## src/rtl/slbs_pkg.sv

```systemverilog
// Package with the item types, register indexes and constants of the LED sequencer.
`timescale 1ns / 1ps

package slbs_pkg;

    localparam int CfgDataWidth = 24;

    localparam logic CFG_STEP_PERIOD = 1'b0;
    localparam logic CFG_WIFI_COLOR  = 1'b1;

    localparam logic [15:0] STEP_PERIOD_RESET = 16'd20;
    localparam logic [23:0] WIFI_COLOR_RESET  = 24'hFFFF00;

    localparam logic [7:0] FADE_TOP  = 8'd255;
    localparam logic [7:0] FADE_STEP = 8'd5;

    localparam logic [23:0] COLOR_RED   = 24'hFF0000;
    localparam logic [23:0] COLOR_GREEN = 24'h00FF00;
    localparam logic [23:0] COLOR_BLUE  = 24'h0000FF;

    localparam logic [1:0] LEVEL_POWER    = 2'd0;
    localparam logic [1:0] LEVEL_WIFI     = 2'd1;
    localparam logic [1:0] LEVEL_INTERNET = 2'd2;
    localparam logic [1:0] LEVEL_CLOUD    = 2'd3;

    localparam logic [1:0] POWER_RED   = 2'd0;
    localparam logic [1:0] POWER_GREEN = 2'd1;
    localparam logic [1:0] POWER_BLUE  = 2'd2;

    typedef struct packed {
        logic wifi_connected;
        logic internet_live;
        logic cloud_registered;
    } slbs_in_t;

    typedef struct packed {
        logic [7:0] red;
        logic [7:0] green;
        logic [7:0] blue;
        logic [7:0] brightness;
        logic       write_strobe;
        logic [1:0] indicator_level;
        logic       fade_cycle_done;
    } slbs_out_t;

    // What the fade engine reports for the item now being processed.
    typedef struct packed {
        logic [7:0] brightness;
        logic       write_strobe;
        logic       fade_cycle_done;
    } slbs_fade_t;

endpackage

```

## src/rtl/status_led_breathing_sequencer.sv

```systemverilog
// Top level of the status LED breathing sequencer.
`timescale 1ns / 1ps

// Each input item is one tick carrying the wifi, internet and cloud status
// flags. The block picks a status level (power, wifi, internet, cloud) and a
// colour for it, and runs one shared fade engine that steps brightness from
// 255 down to 0 and back up to 255 in steps of 5, one step each time
// step_period ticks have gone by (0 or 1 steps on every tick). In the power
// level the colour rotates red, green, blue, one full fade cycle each. Every
// item gives exactly one result with the colour, the brightness written
// (0 when no step was taken), the write strobe, the level and a flag on the
// step that ends a fade cycle. The block takes one item per clock cycle
// while results are taken; the item is registered on entry, the level
// decode and fade step are done between that register and the result
// register, and the fade state is updated in the same cycle the result
// is loaded, so the next item sees it at once. A stalled result holds
// the input stage, and the input is only blocked while both stages are
// full and the result is not being taken.
// Configuration registers are written through the cfg port, which is always
// ready; index 0 is step_period (reset 20) and index 1 is wifi_color
// (reset 0xFFFF00, red in the top byte). Write them only while no item is
// in flight.
module status_led_breathing_sequencer (
    input  logic                                aclk,
    input  logic                                aresetn,
    input  logic                                s_valid,
    output logic                                s_ready,
    input  slbs_pkg::slbs_in_t                  s_data,
    output logic                                m_valid,
    input  logic                                m_ready,
    output slbs_pkg::slbs_out_t                 m_data,
    input  logic                                cfg_valid,
    output logic                                cfg_ready,
    input  logic                                cfg_index,
    input  logic [slbs_pkg::CfgDataWidth-1:0]   cfg_data
);

    // Configuration registers.
    logic [15:0] step_period_reg;
    logic [23:0] wifi_color_reg;

    // Input stage and result stage of the two-register pipeline.
    logic                in_valid_reg;
    slbs_pkg::slbs_in_t  in_data_reg;
    logic                m_valid_reg;
    slbs_pkg::slbs_out_t m_data_reg, m_data_next;

    logic                 advance;
    logic                 fire;
    logic [1:0]           level;
    logic [23:0]          color;
    logic [1:0]           power_color_index;
    slbs_pkg::slbs_fade_t fade;

    // The result register can take a new item when empty or being drained.
    assign advance   = !m_valid_reg || m_ready;
    assign fire      = in_valid_reg && advance;
    assign s_ready   = !in_valid_reg || advance;
    assign cfg_ready = 1'b1;

    always_ff @(posedge aclk) begin
        if (!aresetn) begin
            step_period_reg <= slbs_pkg::STEP_PERIOD_RESET;
            wifi_color_reg  <= slbs_pkg::WIFI_COLOR_RESET;
        end else if (cfg_valid) begin
            unique case (cfg_index)
                slbs_pkg::CFG_STEP_PERIOD: step_period_reg <= cfg_data[15:0];
                slbs_pkg::CFG_WIFI_COLOR:  wifi_color_reg  <= cfg_data[23:0];
                default: ;
            endcase
        end
    end

    slbs_color_sel u_color_sel (
        .item              (in_data_reg),
        .wifi_color        (wifi_color_reg),
        .power_color_index (power_color_index),
        .level             (level),
        .color             (color)
    );

    // The fade state only moves when the item in the input stage is passed on.
    slbs_fade_engine u_fade_engine (
        .aclk              (aclk),
        .aresetn           (aresetn),
        .tick_en           (fire),
        .level             (level),
        .step_period       (step_period_reg),
        .power_color_index (power_color_index),
        .fade              (fade)
    );

    always_comb begin
        m_data_next.red             = color[23:16];
        m_data_next.green           = color[15:8];
        m_data_next.blue            = color[7:0];
        m_data_next.brightness      = fade.brightness;
        m_data_next.write_strobe    = fade.write_strobe;
        m_data_next.indicator_level = level;
        m_data_next.fade_cycle_done = fade.fade_cycle_done;
    end

    // Valid bits are reset; the payload registers load without reset.
    always_ff @(posedge aclk) begin
        if (!aresetn) begin
            in_valid_reg <= 1'b0;
            m_valid_reg  <= 1'b0;
        end else begin
            if (s_ready) begin
                in_valid_reg <= s_valid;
            end
            if (advance) begin
                m_valid_reg <= in_valid_reg;
            end
        end
    end

    always_ff @(posedge aclk) begin
        if (s_valid && s_ready) begin
            in_data_reg <= s_data;
        end
        if (fire) begin
            m_data_reg <= m_data_next;
        end
    end

    assign m_valid = m_valid_reg;
    assign m_data  = m_data_reg;

endmodule

```

## src/rtl/slbs_color_sel.sv

```systemverilog
// Status level decode and colour selection for one item.
`timescale 1ns / 1ps

module slbs_color_sel (
    input  slbs_pkg::slbs_in_t item,
    input  logic [23:0]        wifi_color,
    input  logic [1:0]         power_color_index,
    output logic [1:0]         level,
    output logic [23:0]        color
);

    // Highest status that holds along the chain wins.
    always_comb begin
        if (!item.wifi_connected) begin
            level = slbs_pkg::LEVEL_POWER;
        end else if (!item.internet_live) begin
            level = slbs_pkg::LEVEL_WIFI;
        end else if (!item.cloud_registered) begin
            level = slbs_pkg::LEVEL_INTERNET;
        end else begin
            level = slbs_pkg::LEVEL_CLOUD;
        end
    end

    always_comb begin
        unique case (level)
            slbs_pkg::LEVEL_WIFI:     color = wifi_color;
            slbs_pkg::LEVEL_INTERNET: color = slbs_pkg::COLOR_BLUE;
            slbs_pkg::LEVEL_CLOUD:    color = slbs_pkg::COLOR_GREEN;
            default: begin
                // The unused power index shows red.
                case (power_color_index)
                    slbs_pkg::POWER_GREEN: color = slbs_pkg::COLOR_GREEN;
                    slbs_pkg::POWER_BLUE:  color = slbs_pkg::COLOR_BLUE;
                    default:               color = slbs_pkg::COLOR_RED;
                endcase
            end
        endcase
    end

endmodule

```

## src/rtl/slbs_fade_engine.sv

```systemverilog
// Shared fade engine: tick timer, down/up brightness ramps and power colour index.
`timescale 1ns / 1ps

module slbs_fade_engine (
    input  logic                 aclk,
    input  logic                 aresetn,
    input  logic                 tick_en,
    input  logic [1:0]           level,
    input  logic [15:0]          step_period,
    output logic [1:0]           power_color_index,
    output slbs_pkg::slbs_fade_t fade
);

    logic [15:0] ticks_reg, ticks_next, ticks_inc;
    logic [7:0]  down_reg, down_next;
    logic [7:0]  up_reg, up_next;
    logic        phase_reg, phase_next;
    logic [1:0]  pidx_reg, pidx_next;
    logic        step;

    always_comb begin
        ticks_inc  = (ticks_reg == 16'hFFFF) ? ticks_reg : ticks_reg + 16'd1;
        step       = (ticks_inc >= step_period);
        ticks_next = step ? 16'd0 : ticks_inc;
        down_next  = down_reg;
        up_next    = up_reg;
        phase_next = phase_reg;
        pidx_next  = pidx_reg;
        fade       = '0;

        if (step) begin
            fade.write_strobe = 1'b1;
            if (!phase_reg) begin
                fade.brightness = down_reg;
                if (down_reg < slbs_pkg::FADE_STEP) begin
                    down_next  = slbs_pkg::FADE_TOP;
                    phase_next = 1'b1;
                end else begin
                    down_next = down_reg - slbs_pkg::FADE_STEP;
                end
            end else begin
                fade.brightness = up_reg;
                if (up_reg > slbs_pkg::FADE_TOP - slbs_pkg::FADE_STEP) begin
                    up_next              = 8'd0;
                    phase_next           = 1'b0;
                    fade.fade_cycle_done = 1'b1;
                end else begin
                    up_next = up_reg + slbs_pkg::FADE_STEP;
                end
            end
        end

        if (fade.fade_cycle_done && level == slbs_pkg::LEVEL_POWER) begin
            pidx_next = (pidx_reg >= slbs_pkg::POWER_BLUE) ? slbs_pkg::POWER_RED
                                                           : pidx_reg + 2'd1;
        end
    end

    always_ff @(posedge aclk) begin
        if (!aresetn) begin
            ticks_reg <= '0;
            down_reg  <= slbs_pkg::FADE_TOP;
            up_reg    <= '0;
            phase_reg <= 1'b0;
            pidx_reg  <= slbs_pkg::POWER_RED;
        end else if (tick_en) begin
            ticks_reg <= ticks_next;
            down_reg  <= down_next;
            up_reg    <= up_next;
            phase_reg <= phase_next;
            pidx_reg  <= pidx_next;
        end
    end

    assign power_color_index = pidx_reg;

endmodule

```

## config.mk

```make
export PLATFORM = sky130hd
export DESIGN_NAME = status_led_breathing_sequencer
export DESIGN_NICKNAME = d
export VERILOG_FILES = /design/src/rtl/slbs_pkg.sv /design/src/rtl/status_led_breathing_sequencer.sv /design/src/rtl/slbs_color_sel.sv /design/src/rtl/slbs_fade_engine.sv
export SDC_FILE = /design/constraint.sdc
export NUM_CORES = 1
export LEC_CHECK = 0
export ABC_CLOCK_PERIOD_IN_PS = 11050
export BUFFER_PORTS_ARGS = -buffer_cell sky130_fd_sc_hd__clkbuf_2
export CORE_MARGIN = 2
export CORE_UTILIZATION = 30
export DETAILED_ROUTE_END_ITERATION = 10
export PLACE_DENSITY_LB_ADDON = 0.08
export SYNTH_ARGS = -nofsm -noshare
export SYNTH_HDL_FRONTEND = slang
export SYNTH_SLANG_ARGS = --single-unit
```

## constraint.sdc

```tcl
create_clock -name aclk -period 11.05 [get_ports aclk]
set_input_delay 2.21 -clock aclk [delete_from_list [all_inputs] [get_ports aclk]]
set_output_delay 2.21 -clock aclk [all_outputs]
set_load 0.01 [all_outputs]
```

# == Yosys cells after proc, flatten, opt, wreduce, memory -nomap -nowiden ==
# Index checks and enable logic that the tools add are counted.
# totals
latchBits,0
romBits,0
ram_bits,0
memories,0
out_inout_bits,39
word_cells,66
in_bits,33
register_bits,116
# classes
shifts,0
n_mux,17
bitwise_logic,2
n_div,0
n_lt_le_gt_ge,4
eq_ne,6
n_mul,0
add_sub_neg,4
reduce_logical,14
# op_table
op,count
24-bit case mux with 3 select lines,1
24-bit case mux with 2 select lines,1
16-bit 2-to-1 mux,2
8-bit 2-to-1 mux,3
16-bit by 1-bit adder with 16-bit output (second input constant),1
16-bit == test (second input constant),1
16-bit >= comparator,1
8-bit by 3-bit adder with 8-bit output (second input constant),1
8-bit greater-than comparator (second input constant),1
8-bit by 3-bit < comparator with 1-bit output (second input constant),1
2-bit 2-to-1 mux,4
2-bit AND reduction,4
8-bit by 3-bit subtractor with 8-bit output (second input constant),1
2-bit == test (second input constant),3
1-bit 2-to-1 mux,6
3-bit AND reduction,2
2-bit by 1-bit == test with 1-bit output (second input constant),2
1-bit logical AND,3
2-bit by 1-bit adder with 2-bit output (second input constant),1
2-bit >= comparator (second input constant),1
1-bit logical NOT,2
2-bit logical NOT,1
1-bit logical OR,2
1-bit NOT,2

# == Longest topological paths before layout ==
# logic_depth
ltp_word,6
depth_mapped,16

# == By module ==
# From an unflattened synthesis, not the netlist that was laid out.
# hier_totals
hier_cells,617
area_unflattened_um2,5916.9
# by_module_without_submodules
module,n_inst,seq_area_each_um2,cells_per_inst,area_each_um2
status_led_breathing_sequencer,1,2011.9,221,2941.6
slbs_fade_engine,1,700.7,339,2623.8
slbs_color_sel,1,0.0,57,351.6

# == Least setup slack after synthesis ==
# OpenSTA, ideal clock, no wires.
# synth_timing
kind,input-to-output
from,input port m_ready
to,output port s_ready
setup_slack_ps,6333
stages,2
arrival_time_ps,2507
cell_sequence,nor2b_1 nand2_1
# synth_via
elab_chain_cells,2
# synth_rtl
item,line_no,rtl
"start, declared",status_led_breathing_sequencer.sv:30,"input logic m_ready,"
1-bit logical OR,status_led_breathing_sequencer.sv:56,assign advance = !m_valid_reg || m_ready;
1-bit logical OR,status_led_breathing_sequencer.sv:58,assign s_ready = !in_valid_reg || advance;
"end, declared",status_led_breathing_sequencer.sv:27,"output logic s_ready,"
# Every way passes these cells.

# == Worst setup path in the final report ==
# Same ends and word-level chain as after synthesis.

==> run_results.csv <==
group,metric,value,unit
grt,grt_pass1_vias,4406,
setup_path,startpoint_type,"primary input",
cts,htreeDepth,4,
timing,final_hold_viol_count,0,
cts,cts_buffers,17,
yosys,synth_cell_types,60,
yosys,synthTopCellsByArea,"dfxtp_1 27%, edfxtp_1 21%, nand2_1 7.7%, ha_1 5.1%, a21oi_1 4.5%",
yosys,synth_area,0.005628,mm²
yosys,ys_ff_latch,116,
grt,grt_max_degree,64,
timing,setup_viol_count_final,0,
cts,clock_sinks,116,
grt,gr-total-overflow,0,
floorplan,initial_utilization,30.29,%
min_path,holdPathStages,2,
cells_and_area,largest_register_ffs,36,
floorplan,core.rowCount,50,
grt,grt_pass1_wl,22870,µm
setup_path,worst-r2r-cell-count,14,
cells_and_area,drive_above_1_share,16.50,%
setup_path,worstPathCellList,"clkbuf_2 -> nor2b_1 -> nand2_1 -> clkbuf_2",
detailed_routing,vias,4638,
min_path,worst_hold_path_type,"reg -> reg",
detailed_routing,initialDrtViolationCount,241,
timing,maxSlewViolCount,0,
setup_path,required,8.84,ns
setup_path,worst_setup_path_end_kind,"output pin",
yosys,muxShareOfSynthArea,2.757,%
timing,fin_skew,0.02168,ns
run,cap_violations,0,
timing,max_freq,0.2026,GHz
cells_and_area,multi_input_area,0.002645,mm²
placed_design,port_buffers,70,
setup_path,slowest_stage,"nor2b_1",
yosys,ys_warn_count,0,
cts,post_cts_buffers,0,
pwr,p_int,816.0,µW
timing,fin_crit,4.935,ns
detailed_routing,drc,0,
cts,cts_root_buf,"clkbuf_16",
floorplan,die_area,0.01987,mm²
pwr,total_power,1059,µW
cts,cts.clk_slew.worst_paths,0.05,ns
timing,fin_setup_tns,0,ns
cells_and_area,final_net_count,740,
pwr,swShare,22.97,%
pwr,ir_drop,77.46,µV
grt,grt_use_total,14.65,%
setup_path,arrival,2.72,ns
cells_and_area,seqCellArea,0.002713,mm²
timing,rsz0062_at_grt,"false",
yosys,synthDominantCellAreaShare,27.39,%
detailed_routing,vias_per_cell,4.982,
floorplan,coreArea,0.01858,mm²
cells_and_area,layout_commonest_cell,"nand2_1",
timing,fin_crit_sh,44.66,%
yosys,synth_compound_area_share,14.78,%
placed_design,dp_hpwl,9693,µm
yosys,synthCells,631,
yosys,synth_top_area_cell,"dfxtp_1",
floorplan,fp.dieH,141.0,µm
setup_path,rrSetupSlack,6.56,ns
setup_path,cp_max_fo,4,
timing,whs,0.4560,ns
yosys,synth-edff-count,39,
yosys,synthFlopType,"dfxtp_1",
detailed_routing,wl,14170,µm
cells_and_area,syn2layout_area_growth,18.92,%
cts,cts.repair.resized,0,
setup_path,crit_type,"in -> out",
cts,insertion_delay,0.43,ns
pwr,p_clk_share,49.5,%
pwr,seqPwrFrac,44.1,%
run_status,run_status,"completed",
detailed_routing,final_antenna_net_count,0,
floorplan,ioPinCount,72,
yosys,yosysSeqAreaShare,48.20,%
yosys,postSynth.asyncResetShare,0,%
timing,tightest_slew,1.187,ns
placed_design,gp_congestion,0.8113,
pwr,p_switching,243.3,µW
grt,antenna_found_initial,0,
yosys,synth_simple_gate_area_share,22.88,%
cts,cts_buffer_depth,2,
cts,tritoncts,"built",
setup_path,slowest_delay,0.21,ns
timing,relSlewSlack,20.73,%
yosys,syn_area_per_cell,8.919,µm²
pwr,p_leak,0.002685,µW
cts,cts_hold_buf,0,
yosys,syn_nets,687,
yosys,synth_top_family_by_area,"simple AND/OR/NAND/NOR gates",
pwr,power_density,158.3,mW/mm²
cells_and_area,diodes,0,
pwr,power_frac_comb,6.4,%
cells_and_area,num-fill-cells,1916,
detailed_routing,wl_per_cell,15.22,µm
setup_path,crit_top_cell,"clkbuf_2",
yosys,synth_fa_ha_area_share,5.113,%
yosys,synthXorXnorAreaFrac,1.401,%
floorplan,dieWidth,141.0,µm
cells_and_area,mostFrequentLayoutCells,"115 x nand2_1, 77 x dfxtp_1, 70 x clkbuf_2",
detailed_routing,dr.pass1.iters,4,
-- logic make-up (layout without fill, tap and decap cells) --
| group | after synthesis | count (layout) |
|---|---|---|
| xor+xnor | 9 | 9 |
| compound gates | 130 | 130 |
| other cells | 1 | 1 |
| simple gates | 271 | 271 |
| flops | 116 | 116 |
| mux | 15 | 15 |
| buf+inv | 66 | 132 |
| fa+ha+maj | 23 | 23 |
-- per-layer routing --
layer	GRT usage, %	share of wire, %
met4	5.632	1.8
met1	18.71	49
met3	4.416	3.4
met2	23.39	46
met5	0	0
-- path summary, 6_finish.rpt --
check	from	end
hold / removal	step_period_reg[3]	step_period_reg[3]
hold reg to reg	step_period_reg[3]	step_period_reg[3]
setup / recovery	m_ready	s_ready
setup reg to reg	u_fade_engine.ticks_reg[0]	u_fade_engine.up_reg[7]
-- synthesized netlist by cell type, types with 3 or more instances --
cell type and count:
a211oi_1 4, a21o_1 18, a21oi_1 51, a31oi_1 5
and2_1 4, and3_1 5, buf_1 3, clkbuf_1 33
dfxtp_1 77, edfxtp_1 39, ha_1 23, inv_1 24
mux2_2 3, mux2i_1 11, nand2_1 115, nand2b_1 17
nand3_1 40, nand4_1 9, nor2_1 40, nor2b_1 7
nor3_1 5, nor4_1 8, o211ai_1 4, o21a_1 5
o21ai_0 17, o221ai_1 4, o41ai_1 3, or3_1 6
or4_1 4, xnor2_1 6, xor2_1 3
-- metrics by stage --
step / util, % / std cells / cell area (µm²) / worst slack, ns
after CTS: 36.02 / 931 / 6693 / 6.119
after global routing: 36.02 / 931 / 6693 / 6.058
after detailed placement: 33.01 / 899 / 6133 / 6.122
final: 36.02 / 931 / 6693 / 6.115
after floorplan: - / 631 / 5628 / 6.333
after global placement: 33.01 / 899 / 6133 / 6.142
-- critical path, delay by kind of cell --
kind,cells,cell delay (ns)
buffers and inverters,2,0.21
and+or+nand+nor,2,0.30
-- cell type report --
cell class                 count  area share (%)
clock inverter                12           1.683
timing repair buffer          75           5.795
inverter                      25           1.421
clock buffer                  20           6.674
multi-input combinational    449           39.52
tap                          234           4.375
sequential                   116           40.53
-- power by group through the flow --
stage | registers [µW] | logic [µW] | clock network (µW)
floorplan | 477 | 39.9 | 0
global placement | 476 | 67.4 | 0
detailed placement | 476 | 68.2 | 0
CTS | 467 | 68.5 | 538
global route | 469 | 75.8 | 558
finish | 467 | 67.4 | 525
Note: power is estimated with default switching activity, not from simulation.
